**src/rtl/range_list_index_map_defines.svh**
```systemverilog
// Assertion macros for the range list index map.
`ifndef RANGE_LIST_INDEX_MAP_DEFINES_SVH
`define RANGE_LIST_INDEX_MAP_DEFINES_SVH

// Assert that an implication holds at every clock edge outside reset.
`define RLIM_ASSERT_IMP(label, clk, rst, ante, cons) \
  label: assert property (@(posedge clk) disable iff (rst) (ante) |-> (cons)) \
    else $error("assertion failed");

// Assert that the consequent holds in the cycle after the antecedent.
`define RLIM_ASSERT_NEXT(label, clk, rst, ante, cons) \
  label: assert property (@(posedge clk) disable iff (rst) (ante) |=> (cons)) \
    else $error("assertion failed");

`endif

```
**src/rtl/rlim_pkg.sv**
```systemverilog
// ----------------------------------------------------------------------------
// rlim_pkg
// Types and constants shared by the range list index map.
// ----------------------------------------------------------------------------
`default_nettype none
package rlim_pkg;
  localparam int MaxRanges = 256;
  localparam int IdxW      = $clog2(MaxRanges);
  localparam int CntW      = IdxW + 1;
  localparam int CpW       = 21;
  localparam int PosW      = 29;

  localparam logic [1:0] CMD_CLEAR  = 2'd0;
  localparam logic [1:0] CMD_APPEND = 2'd1;
  localparam logic [1:0] CMD_P2C    = 2'd2;
  localparam logic [1:0] CMD_C2P    = 2'd3;

  localparam logic [1:0] ST_OK       = 2'd0;
  localparam logic [1:0] ST_NOTFOUND = 2'd1;
  localparam logic [1:0] ST_FULL     = 2'd2;
  localparam logic [1:0] ST_BADRANGE = 2'd3;

  typedef struct packed {
    logic [1:0]      command;
    logic [CpW-1:0]  range_first;
    logic [CpW-1:0]  range_last;
    logic [PosW-1:0] list_position;
    logic [CpW-1:0]  code_point;
  } in_item_t;

  typedef struct packed {
    logic [1:0]      status;
    logic [PosW-1:0] answer;
    logic [PosW-1:0] total_count;
  } out_item_t;
endpackage
`default_nettype wire

```
**src/rtl/rlim_front.sv**
```systemverilog
// ----------------------------------------------------------------------------
// rlim_front
// Two-entry command queue between the input port and the execution engine.
// ----------------------------------------------------------------------------
`default_nettype none
module rlim_front (
  input  wire logic              clk,
  input  wire logic              rst,
  input  wire logic              push,
  output logic                   full,
  input  wire rlim_pkg::in_item_t item,
  output logic                   cmd_valid,
  input  wire logic              cmd_take,
  output rlim_pkg::in_item_t     cmd_item
);
  import rlim_pkg::*;

  in_item_t   slot [2];
  logic       wr_ptr;
  logic       rd_ptr;
  logic [1:0] count;

  assign full      = (count == 2'd2);
  assign cmd_valid = (count != 2'd0);
  assign cmd_item  = slot[rd_ptr];

  always_ff @(posedge clk) begin
    if (push && !full) begin
      slot[wr_ptr] <= item;
    end
  end

  always_ff @(posedge clk) begin
    if (rst) begin
      wr_ptr <= 1'b0;
      rd_ptr <= 1'b0;
      count  <= 2'd0;
    end else begin
      if (push && !full) begin
        wr_ptr <= ~wr_ptr;
      end
      if (cmd_take && cmd_valid) begin
        rd_ptr <= ~rd_ptr;
      end
      count <= count + {1'b0, (push && !full)} - {1'b0, (cmd_take && cmd_valid)};
    end
  end
endmodule
`default_nettype wire

```
**config.mk**
```make
export PLATFORM = sky130hd
export DESIGN_NAME = rlim_front
export DESIGN_NICKNAME = d
export VERILOG_FILES = /design/src/rtl/range_list_index_map_defines.svh /design/src/rtl/rlim_pkg.sv /design/src/rtl/rlim_front.sv
export SDC_FILE = /design/constraint.sdc
export NUM_CORES = 1
export LEC_CHECK = 0
export BUFFER_PORTS_ARGS = -buffer_cell sky130_fd_sc_hd__buf_4
export CAP_MARGIN = 20
export CORE_MARGIN = 2
export CORE_UTILIZATION = 47
export CTS_CLUSTER_DIAMETER = 200
export DETAILED_ROUTE_END_ITERATION = 10
export GPL_ROUTABILITY_DRIVEN = 1
export PLACE_DENSITY = 0.76
export REMOVE_ABC_BUFFERS = 1
export SYNTH_ARGS = -nofsm -noshare
export SYNTH_HDL_FRONTEND = slang
export SYNTH_SLANG_ARGS = --single-unit
```
**constraint.sdc**
```tcl
create_clock -name clk -period 3.1 [get_ports clk]
set_clock_uncertainty 0.1 [all_clocks]
set_input_delay 0.465 -clock clk [delete_from_list [all_inputs] [get_ports clk]]
set_output_delay 0.465 -clock clk [all_outputs]
set_load 0.03 [all_outputs]
```
-- Yosys cells after proc, flatten, opt, wreduce, memory -nomap -nowiden
Memories as Yosys holds them, arrays and structs flattened. A register that Yosys moved wholly into a read port is not among the register bits.
Index checks and enable logic that the tools add are counted.
- $add $sub $neg: 2
- eq/ne operators: 1
- mux-type cells: 4
- bitwise operators: 2
- reduce and logical (&&, ||, !) cells: 4
- operators by type and width (operator ; count):
    $mux 1 ; 4
    $add 2x1->2 ; 1
    $eq 2x2->1 const B ; 1
    $logic_and 1x1->1 ; 2
    $not 1->1 ; 2
    $reduce_bool 2->1 ; 1
    $sub 2x1->2 ; 1
    $logic_not 1->1 ; 1
- register bits: 4
- memory bits (writable): 188
- output and inout bits: 96
- word-level logic and storage cells: 17
- memories kept: 1
- memory list (name ; words ; width ; rd ports ; clocked after Yosys merged registers in ; write ports ; line ; RTL):
    slot ; 2 ; 94 ; 1 ; 1 ; 1 ; rlim_front.sv:18 ; in_item_t slot [2];

-- Logic depth before layout (Yosys ltp)
Gate-level depths: netlist of the first run.
- depth in word-level cells: 5
- gate-level depth with buffers: 8
- gate-level depth less buffers: 8

-- Worst setup path before layout of the first run
Ideal clock, no wire load.
- path type: register -> register
- from: reg count[0]
- to: mem slot[0][0] in the netlist's numbering (enable)
- setup time: 0.448 ns
- data arrival time: 2.803 ns
- data required time: 2.552 ns
- slack: -0.250 ns
- cell stages (with the launch flop): 5
- period minus slack after synthesis: 3.350 ns
- cells stage by stage: dfxtp_1 nand2b_2 inv_1 or3_1 inv_1
- cells in the longest elaborated chain, start to end: 5
- ends and longest elaborated chain (element ; line ; RTL):
    start: declaration ; rlim_front.sv:21 ; logic [1:0] count;
    start signal: assignment ; rlim_front.sv:45 ; count <= count + {1'b0, (push && !full)} - {1'b0, (cmd_take && cmd_valid)};
    $eq 2x2->1 ; rlim_front.sv:23 ; assign full = (count == 2'd2);
    via full ; rlim_front.sv:10 ; output logic full,
    $logic_not 1->1 ; rlim_front.sv:28 ; if (push && !full) begin
    $logic_and 1x1->1 ; rlim_front.sv:28 ;
    $mux 1 ; rlim_front.sv:28 ;
    $mux 1 (not written as such) ; rlim_front.sv:29 ; slot[wr_ptr] <= item;
    end: declaration ; rlim_front.sv:18 ;
The timed path passes the listed nets, and every way through them passes these cells.

==> results.md, run 1 <==
* Status: finished, final reports clean
* Number of fill cells at 1011
* Reg2Reg Launch Point: count[0]$_SDFF_PP0_
* Floorplan row count at 44
* Initial antenna violation count at 0
* Final nets at 626
* Post-route minimum period at 2.31 ns
* Crit path capture type: output pin
* Die ar. at 15900 µm²
* TNS Setup at 0 ns
* Endpoints failing setup at 0
* Static leakage at 3.48 nW
* Worst setup SP type: flop
* Sequential share of the synthesized area at 81.8%
* Mapped Area at approximately 7000 µm²
* Netlist cell types at 20
* Post-DP HPWL at 8330 µm
* Final Util at 63.8%
* Clock Sinks at 193
* Post-CTS Setup Inserts at 0
* Post-route setup slack at 0.793 ns
* Synth top area cells: edfxtp_1, mux2_2, dfxtp_1
* Most frequent cells after synthesis: edfxtp_1, mux2_2, buf_6
* Ant diodes at 0
* Count of final max-slew check failures at 0
* Initial DRT Pass Iterations at 4
* Final WL at 12600 µm
* Die Y at 126 µm
* Remaining DRCs at 0
* # hold bufs at CTS at 0
* Inst Count DP at a little under 700
* Final worst path period share at 74.4%
* Synth Area in XOR/XNOR at less than 1%
* Synth top area share at 80.3%
* Post-synth EDFFs at 188
* Number of global-route vias before repair at approximately 3800
* Root buffer cell: clkbuf_16
* I/O Buffers at slightly below 200
* DRT antenna net count at 0
* Synth async-reset ratio at 0%
* Layout cells sized above 1 at 60.7%
* GP Congestion at 0.720
* Data arrival time of the worst path at between 1.5 and 2 ns
* Count leader, synth: edfxtp_1
* Power Density at roughly 850 nW/µm²
* CTS tree: done
* Post-synthesis compound-gate area fraction at 0.249%
* Maximum capacitance violations at 0
* Worst EP required at roughly 2.5 ns
* Cell count after synthesis at 318
* RSZ-0062 raised after global routing: no
* CTS clock-pin slew for the worst setup and hold paths at around 0.060 ns
* Clk buf depth at 2
* Largest net degree at the start of global routing at 62
* Post-CTS Resized at 0
* GRT Residual Overflow at 0
* Starting DRT DRC Count at 175
* Drt wl/cell at 17.4 µm
* # IOs at 194
* Final non-filler cell total at 723
* Synth warnings at 0
* Via density at 4.97
* Initial core utilization at 48.2%
* Worst hold margin at around 0.12 ns
* Clk_lat worst skew at 0.42 ns
* Area after DPL at between 8000 and 9000 µm²
* PnR Total Power at a little under 8 mW
* Fmax at 433 MHz
* Crit path max fanout at 33
* Worst min-delay path startpoint: item[93]
* Area growth, synth to finish at 32.4%
* Synth Flop Type: edfxtp_1
* Synth Register Bits at 193
* Portion of netlist area occupied by mux cells at 15.1%
* Finished Cell Area at 9300 µm²
* Critical path class: flop to output pin
* Final hold vios at 0
* Die Wd at between 100 and 150 µm
* Core ar. at roughly 15000 µm²
* H-tree depth at 4
* First-pass GRT wire length at between 15000 and 20000 µm
* Peak supply drop at 0.465 mV
* Pre-CTS setup slack at 0.860 ns
* Avg Cell Area, Syn at between 20 and 25 µm²
* Slew HR at 60.8%
* Vias at 3594
* Synth area leader: edfxtp_1
* Post-synthesis adder-cell area fraction at 0.356%
* CTS Buf Count at 17
* Largest family of logic cells by synthesized area: multiplexers
* Synth Area in Simple Gates at 0.694%
* Gr usage total at 16.0%
* Hold Crit Class: input port to flop
* Worst slew pin tran at 0.588 ns
logic make-up (layout without fill, tap and decap cells):
kind of cell	Yosys count	after routing
muxes	94	94
xor gates and xnor gates	3	3
AOI/OAI and AO/OA	3	3
adders and majority gates	2	2
DFF	193	193
buffers and inverters	14	235
and+or+nand+nor	9	9
sequential cells by signal (all words and copies together), names as in the netlist, named ones only:
signal / count
count: 2
wr_ptr: 1
rd_ptr: 1
slot: 188
layout by cell type, fill, tap and decap left out:
cell type   instances
buf_4             196
edfxtp_1          188
mux2_2             94
clkbuf_16          17
dfxtp_1             4
inv_1               3
nor2_1              3
bufinv_16           3
clkinv_2            3
clkinv_1            3
buf_12              3
xnor2_1             2
ha_1                2
clkinvlp_4          2
inv_6               2
clkinv_4            2
o21a_1              1
nand2b_2            1
nand2_1             1
or2_2               1
and3_4              1
or3_1               1
inv_4               1
nor2b_1             1
o21ai_0             1
a21oi_1             1
xor2_1              1
dfxtp_4             1
power breakdown:
part / internal [mW] / switching [mW] / total (mW)
clock network: 1.26 / 0.891 / 2.15
registers: 3.24 / 0.0763 / 3.31
logic: 0.994 / 1.42 / 2.42
total: 5.49 / 2.39 / 7.88
layer usage:
metal	share of wire, %	wire, µm	up-vias	global-route usage, %
li1	-	-	1666	-
met1	40	5020	1767	18.8
met2	50	6330	138	26.6
met3	7.7	966	23	6.07
met4	1.9	244	0	6.40
met5	0	0	-	0
final timing paths:
kind | endpoint | slack [ns] | cells past startpoint
worst max-delay path | cmd_item[15] | 0.79 | 3
worst min-delay path | slot[0][93]$_DFFE_PP_ | 0.12 | 1
worst max register to register | slot[0][22]$_DFFE_PP_ | 0.92 | 5
worst min register to register | wr_ptr$_SDFFE_PP0N_ | 0.41 | 2
worst max-delay path, cell delays in order (launching register included):
cell and delay, ns:
dfxtp_4 0.35, buf_4 0.38, mux2_2 0.41, buf_4 0.17
area by class of cell:
cell class / instances / area, µm² / area share, %
timing repair buffer: 199 / 1530 / 16.5
sequential: 193 / 5750 / 61.8
inverter: 4 / 17.5 / 0.188
clock inverter: 15 / 166 / 1.79
tap: 184 / 230 / 2.48
clock buffer: 17 / 425 / 4.57
multi-input combinational: 111 / 1180 / 12.7
(Power assumes the default switching activity.)
==> run 2: changes to the inputs <==
- CORE_UTILIZATION: 47 -> 52
- PLACE_DENSITY: 0.76 -> 0.79
- clock period: 3.1 -> 2.4 ns (I/O delays scaled with it)
==> results.md, run 2 (synthesis results as in run 1) <==
* Initial antenna violation count at 0 (unchanged)
* # IOs at 194 (unchanged)
* I/O Buffers at 193 (unchanged)
* Remaining DRCs at 0 (unchanged)
* DRT antenna net count at 0 (unchanged)
* Clk_lat worst skew at 0.42 ns (about the same)
* Root buffer cell: clkbuf_16
* Post-route minimum period at 2.13 ns
* Floorplan row count at 42 (-4.5%)
* Count of final max-slew check failures at 0 (unchanged)
* CP max stage delay at 0.39 ns (-0.02 ns)
* Worst setup SP type: flop
* Commonest non-fill, non-tap cell in the layout: buf_4
* Via density at 4.99 (+0.30%)
* Max reg flops at 188 (unchanged)
* Crit path max fanout at 55 (+67%)
* Die ar. at 14500 µm² (-9.3%)
* Die Wd at 120 µm (-4.8%)
* Area growth, synth to finish at 32.6%
* Hold Crit Class: input port to flop
* Post-CTS Resized at 0 (unchanged)
* Clock Sinks at 193 (unchanged)
* Gr usage total at 17.8% (+1.9 points)
* Post-CTS Setup Inserts at 0 (unchanged)
* Starting DRT DRC Count at 213 (+22%)
* Vias at 3590 (-0.11%)
* Static leakage at 3.48 nW (+0.17%)
* First-pass GRT wire length at 19100 µm (-0.25%)
* Layout cells sized above 1 at 60.3% (-0.37 points)
* Die Y at 120 µm (-4.8%)
* Reg with most FFs: slot
* Family with the most delay on the worst path: buffers and inverters
* Clk buf depth at 2 (unchanged)
* Status: finished, final reports clean
* PnR Total Power at 10.0 mW (+27%)
* Final nets at 631 (+0.80%)
* Initial DRT Pass Iterations at 5 (+1)
* Top Registers: slot x188, count x2
* Core ar. at 13200 µm² (-9.2%)
* Worst hold margin at 0.0197 ns (-0.102 ns)
* GP Congestion at 0.723 (+0.44%)
* Number of global-route vias before repair at 3857 (+1.6%)
* Inst Count DP at 683 (-1.2%)
* Data arrival time of the worst path at 1.67 ns (-0.07 ns)
* Final non-filler cell total at 720 (-0.41%)
* Critical path class: flop to output pin
* Drt wl/cell at 17.5 µm (+0.47%)
* Worst slew pin tran at 0.531 ns (-0.0566 ns)
* Power Density at 1070 nW/µm² (+27%)
* RSZ-0062 raised after global routing: no
* Crit path capture type: output pin
* Ant diodes at 0 (unchanged)
* Slew HR at 64.6% (+3.8 points)
* Worst Path Buf+Inv at 2 (unchanged)
* Final WL at 12600 µm (about the same)
* Final worst path period share at between 80% and 90%
* Most frequent cells in the layout: buf_4, edfxtp_1, mux2_2
* Largest net degree at the start of global routing at 56 (-9.7%)
* Cell chain of the critical path: buf_12, mux2_2, buf_4
* Final Util at 70.4% (+6.6 points)
* Final hold vios at 0 (unchanged)
* Peak supply drop at 0.869 mV (+87%)
* Fmax at ~470 MHz
* H-tree depth at 4 (unchanged)
* Initial core utilization at 53.1% (+4.9 points)
* CTS tree: done
* Slowest CP cell: mux2_2
* Maximum capacitance violations at 0 (unchanged)
* TNS Setup at 0 ns (unchanged)
* CTS Buf Count at 17 (unchanged)
* Worst EP required at 1.94 ns (-0.59 ns)
* CTS clock-pin slew for the worst setup and hold paths at 0.06 ns (about the same)
* Post-DP HPWL at 8330 µm (about the same)
* GRT Residual Overflow at 0 (unchanged)
* Endpoints failing setup at 0 (unchanged)
[run 2: cell count changes in the layout (fill, tap and decap cells not counted), sizes merged]
cell,before,now
bufinv,3,1
clkinvlp,2,3
clkinv,8,10
dlygate4sd3,0,5
inv,6,5
[run 2: power by group]
group,internal [mW],switching [mW]
clock network,1.42,1.14
registers,4.18,0.104
logic,1.31,1.85
[run 2: path summary, 6_finish.rpt]
kind | startpoint | end | slack (ns) | depth (start not counted)
min reg2reg | rd_ptr$_SDFFE_PP0P_ | rd_ptr$_SDFFE_PP0P_ | 0.44 | 2
max reg2reg | count[0]$_SDFF_PP0_ | slot[0][77]$_DFFE_PP_ | 0.47 | 5
max | flop | cmd_item[47] | 0.27 | 3
min | item[93] | slot[0][93]$_DFFE_PP_ | 0.02 | 1
[run 2: repair_timing]
item	4_1_cts	5_1_grt
endpoints found under the setup margin	0	0
hold buffers	0	5
endpoints found under the hold margin	0	10
[run 2: cell type report]
cell class,count,area [µm²]
sequential,193,5750
fill,871,3920
timing repair buffer,204,1610
multi-input combinational,111,1180
clock buffer,17,425
tap,176,220
clock inverter,15,120
inverter,4,17.5
[run 2: metrics by stage]
step,worst slack (ns),cell area [µm²]
6_report,0.268,9320
5_1_grt,0.207,9320
4_1_cts,0.235,9270
3_5_place_dp,0.461,8720
3_3_place_gp,0.582,8720
2_1_floorplan,-0.964,6940
[run 2: routing by layer]
layer  routed length (µm)  vias up  GRT usage, %
li1                     -     1677             -
met2                 6540      143          29.9
met3                 1050       18          6.84
met1                 4740     1752          20.5
met4                  244        0          7.78
met5                    0        -             0
==> run 3: changes to the inputs <==
- BUFFER_PORTS_ARGS: -buffer_cell sky130_fd_sc_hd__buf_4 -> not set
- CORE_UTILIZATION: 52 -> 62
- DONT_BUFFER_PORTS: not set -> 1
- PLACE_DENSITY: 0.79 -> 0.78
==> results.md, run 3 (synthesis results as in run 1) <==
* Worst slew pin tran at 0.535 ns (+0.00386 ns)
* Final nets at 527 (-16%)
* Vias at 3241 (-9.7%)
* Worst setup SP type: flop
* Worst EP required at 1.94 ns (about the same)
* # hold bufs at CTS at 95 (+95)
* Initial DRT Pass Iterations at 4 (-1)
* Die ar. at 12200 µm² (-16%)
* Commonest non-fill, non-tap cell in the layout: edfxtp_1
* Critical path class: flop to output pin
* Final hold vios at 0 (unchanged)
* Starting DRT DRC Count at 167 (-22%)
* Area after DPL at 7210 µm² (-17%)
* Post-route setup slack at 0.167 ns (-0.101 ns)
* Number of fill cells at 569 (-35%)
* Number of global-route vias before repair at 3571 (-7.4%)
* Floorplan row count at 38 (-9.5%)
* Status: finished, final reports clean
* Post-route minimum period at 2.23 ns (+0.101 ns)
* Initial antenna violation count at 0 (unchanged)
* CTS clock-pin slew for the worst setup and hold paths at 0.07 ns (about the same)
* TNS Setup at 0 ns (unchanged)
* Drt wl/cell at 22.0 µm (+26%)
* Power Density at 1080 nW/µm² (+0.20%)
* Crit path capture type: output pin
* PnR Total Power at 9.37 mW (-6.4%)
* Die Wd at 110 µm (-8.1%)
* Max reg flops at 188 (unchanged)
* Layout cells sized above 1 at 29.8% (-30 points)
* Busiest grt layer: met2
* Via density at 5.60 (+12%)
* GP Congestion at 0.721 (-0.33%)
* Root buffer cell: clkbuf_16
* Largest net degree at the start of global routing at 91 (+63%)
* Crit path max fanout at 90 (+64%)
* DRT antenna net count at 0 (unchanged)
* Slowest CP cell: mux2_2
* Data arrival time of the worst path at 1.77 ns (+0.10 ns)
* Maximum capacitance violations at 0 (unchanged)
* Final worst path period share at 93.0% (+4.2 points)
* Fmax at 448 MHz (-4.5%)
* Top Registers: slot x188, count x2
* CTS Buf Count at 17 (unchanged)
* Worst Path Buf+Inv at 1 (-1)
* GRT Residual Overflow at 0 (unchanged)
* Area growth, synth to finish at 23.9%
* M1 GR Usage at 25.0% (+4.5 points)
* Clk_lat worst skew at 0.41 ns (about the same)
* Final WL at 12800 µm (+1.5%)
* First-pass GRT wire length at 20000 µm (+4.4%)
* Clock Sinks at 193 (unchanged)
* Finished Cell Area at 8710 µm² (-6.6%)
* Hold Crit Class: input port to flop
* I/O Buffers at 0 (-100%)
* Post-DP HPWL at 7190 µm (-14%)
* Worst hold margin at 0.185 ns (+0.165 ns)
* Peak supply drop at 0.777 mV (-11%)
* Clk buf depth at 2 (unchanged)
* Post-CTS Resized at 0 (unchanged)
* # IOs at 194 (unchanged)
* Slew HR at 64.3% (-0.26 points)
* Gr usage total at 21.4% (+3.6 points)
* CP max stage delay at 0.50 ns (+0.11 ns)
* RSZ-0062 raised after global routing: no
* Die Y at 110 µm (-8.1%)
* Endpoints failing setup at 0 (unchanged)
* Post-CTS Setup Inserts at 0 (unchanged)
* H-tree depth at 4 (unchanged)
* Core ar. at 10900 µm² (-17%)
* Initial core utilization at 64.3% (+11 points)
* CTS tree: done
* Ant diodes at 0 (unchanged)
* Most frequent cells in the layout: edfxtp_1, dlygate4sd3_1, mux2_2
* Static leakage at 2.92 nW (-16%)
* Family with the most delay on the worst path: multiplexers
* Pre-CTS setup slack at 0.496 ns (+0.0348 ns)
* Remaining DRCs at 0 (unchanged)
* Reg with most FFs: slot
* Met3 Usage GRT at 7.08% (+0.24 points)
* Cell chain of the critical path: buf_12, mux2_2
* M2 GR Usage at 36.7% (+6.8 points)
* Count of final max-slew check failures at 0 (unchanged)
[run 3: changes by cell type in the layout (fill, tap and decap cells not counted)]
cell and delta:
clkbuf_1 +3, clkinv_1 -1, inv_8 +1, dlygate4sd3_1 +90, clkinv_4 -1, buf_12 -1, buf_4 -193, clkinv_2 -4
inv_6 +1
[run 3: layout make-up]
type	instances	area [µm²]	area share, %
clock buffers	20	437	5.02
clock inverters	11	108	1.24
inverters	4	17.5	0.201
multi-input cells	111	1180	13.6
flip-flops and latches	193	5750	66.0
well taps	140	175	2.01
repair buffers	100	1040	11.9
[run 3: report_power, final]
part           leakage, nW  switching, mW  internal (mW)  total, mW
clock                0.256           1.16           1.44       2.59
sequential            1.80          0.117           4.18       4.30
combinational        0.861           1.72          0.755       2.47
[run 3: per-layer routing]
metal,vias to the layer above,wire (µm)
li1,1473,-
met1,1615,4950
met2,139,6770
met3,14,852
met4,0,195
met5,-,0
[run 3: path summary, 6_finish.rpt]
path,startpoint,to,slack [ns],depth (start not counted)
worst max register to register,count[0]$_SDFF_PP0_,slot[0][34]$_DFFE_PP_,0.44,5
worst max-delay path,flop,cmd_item[56],0.17,2
worst min-delay path,push,wr_ptr$_SDFFE_PP0N_,0.18,3
worst min register to register,rd_ptr$_SDFFE_PP0P_,rd_ptr$_SDFFE_PP0P_,0.43,2
[run 3: stage by stage]
stage	util, %	instances
global route	79.6	579
CTS	79.6	579
floorplan	-	308
finish	79.6	579
detailed placement	65.9	453
global placement	65.9	453
[run 3: worst reg2reg max path: stages, from the launching register on]
cell      delay, ns
dfxtp_1        0.37
nand2b_2       0.16
inv_1          0.16
or3_1          0.43
inv_4          0.11
buf_12         0.27
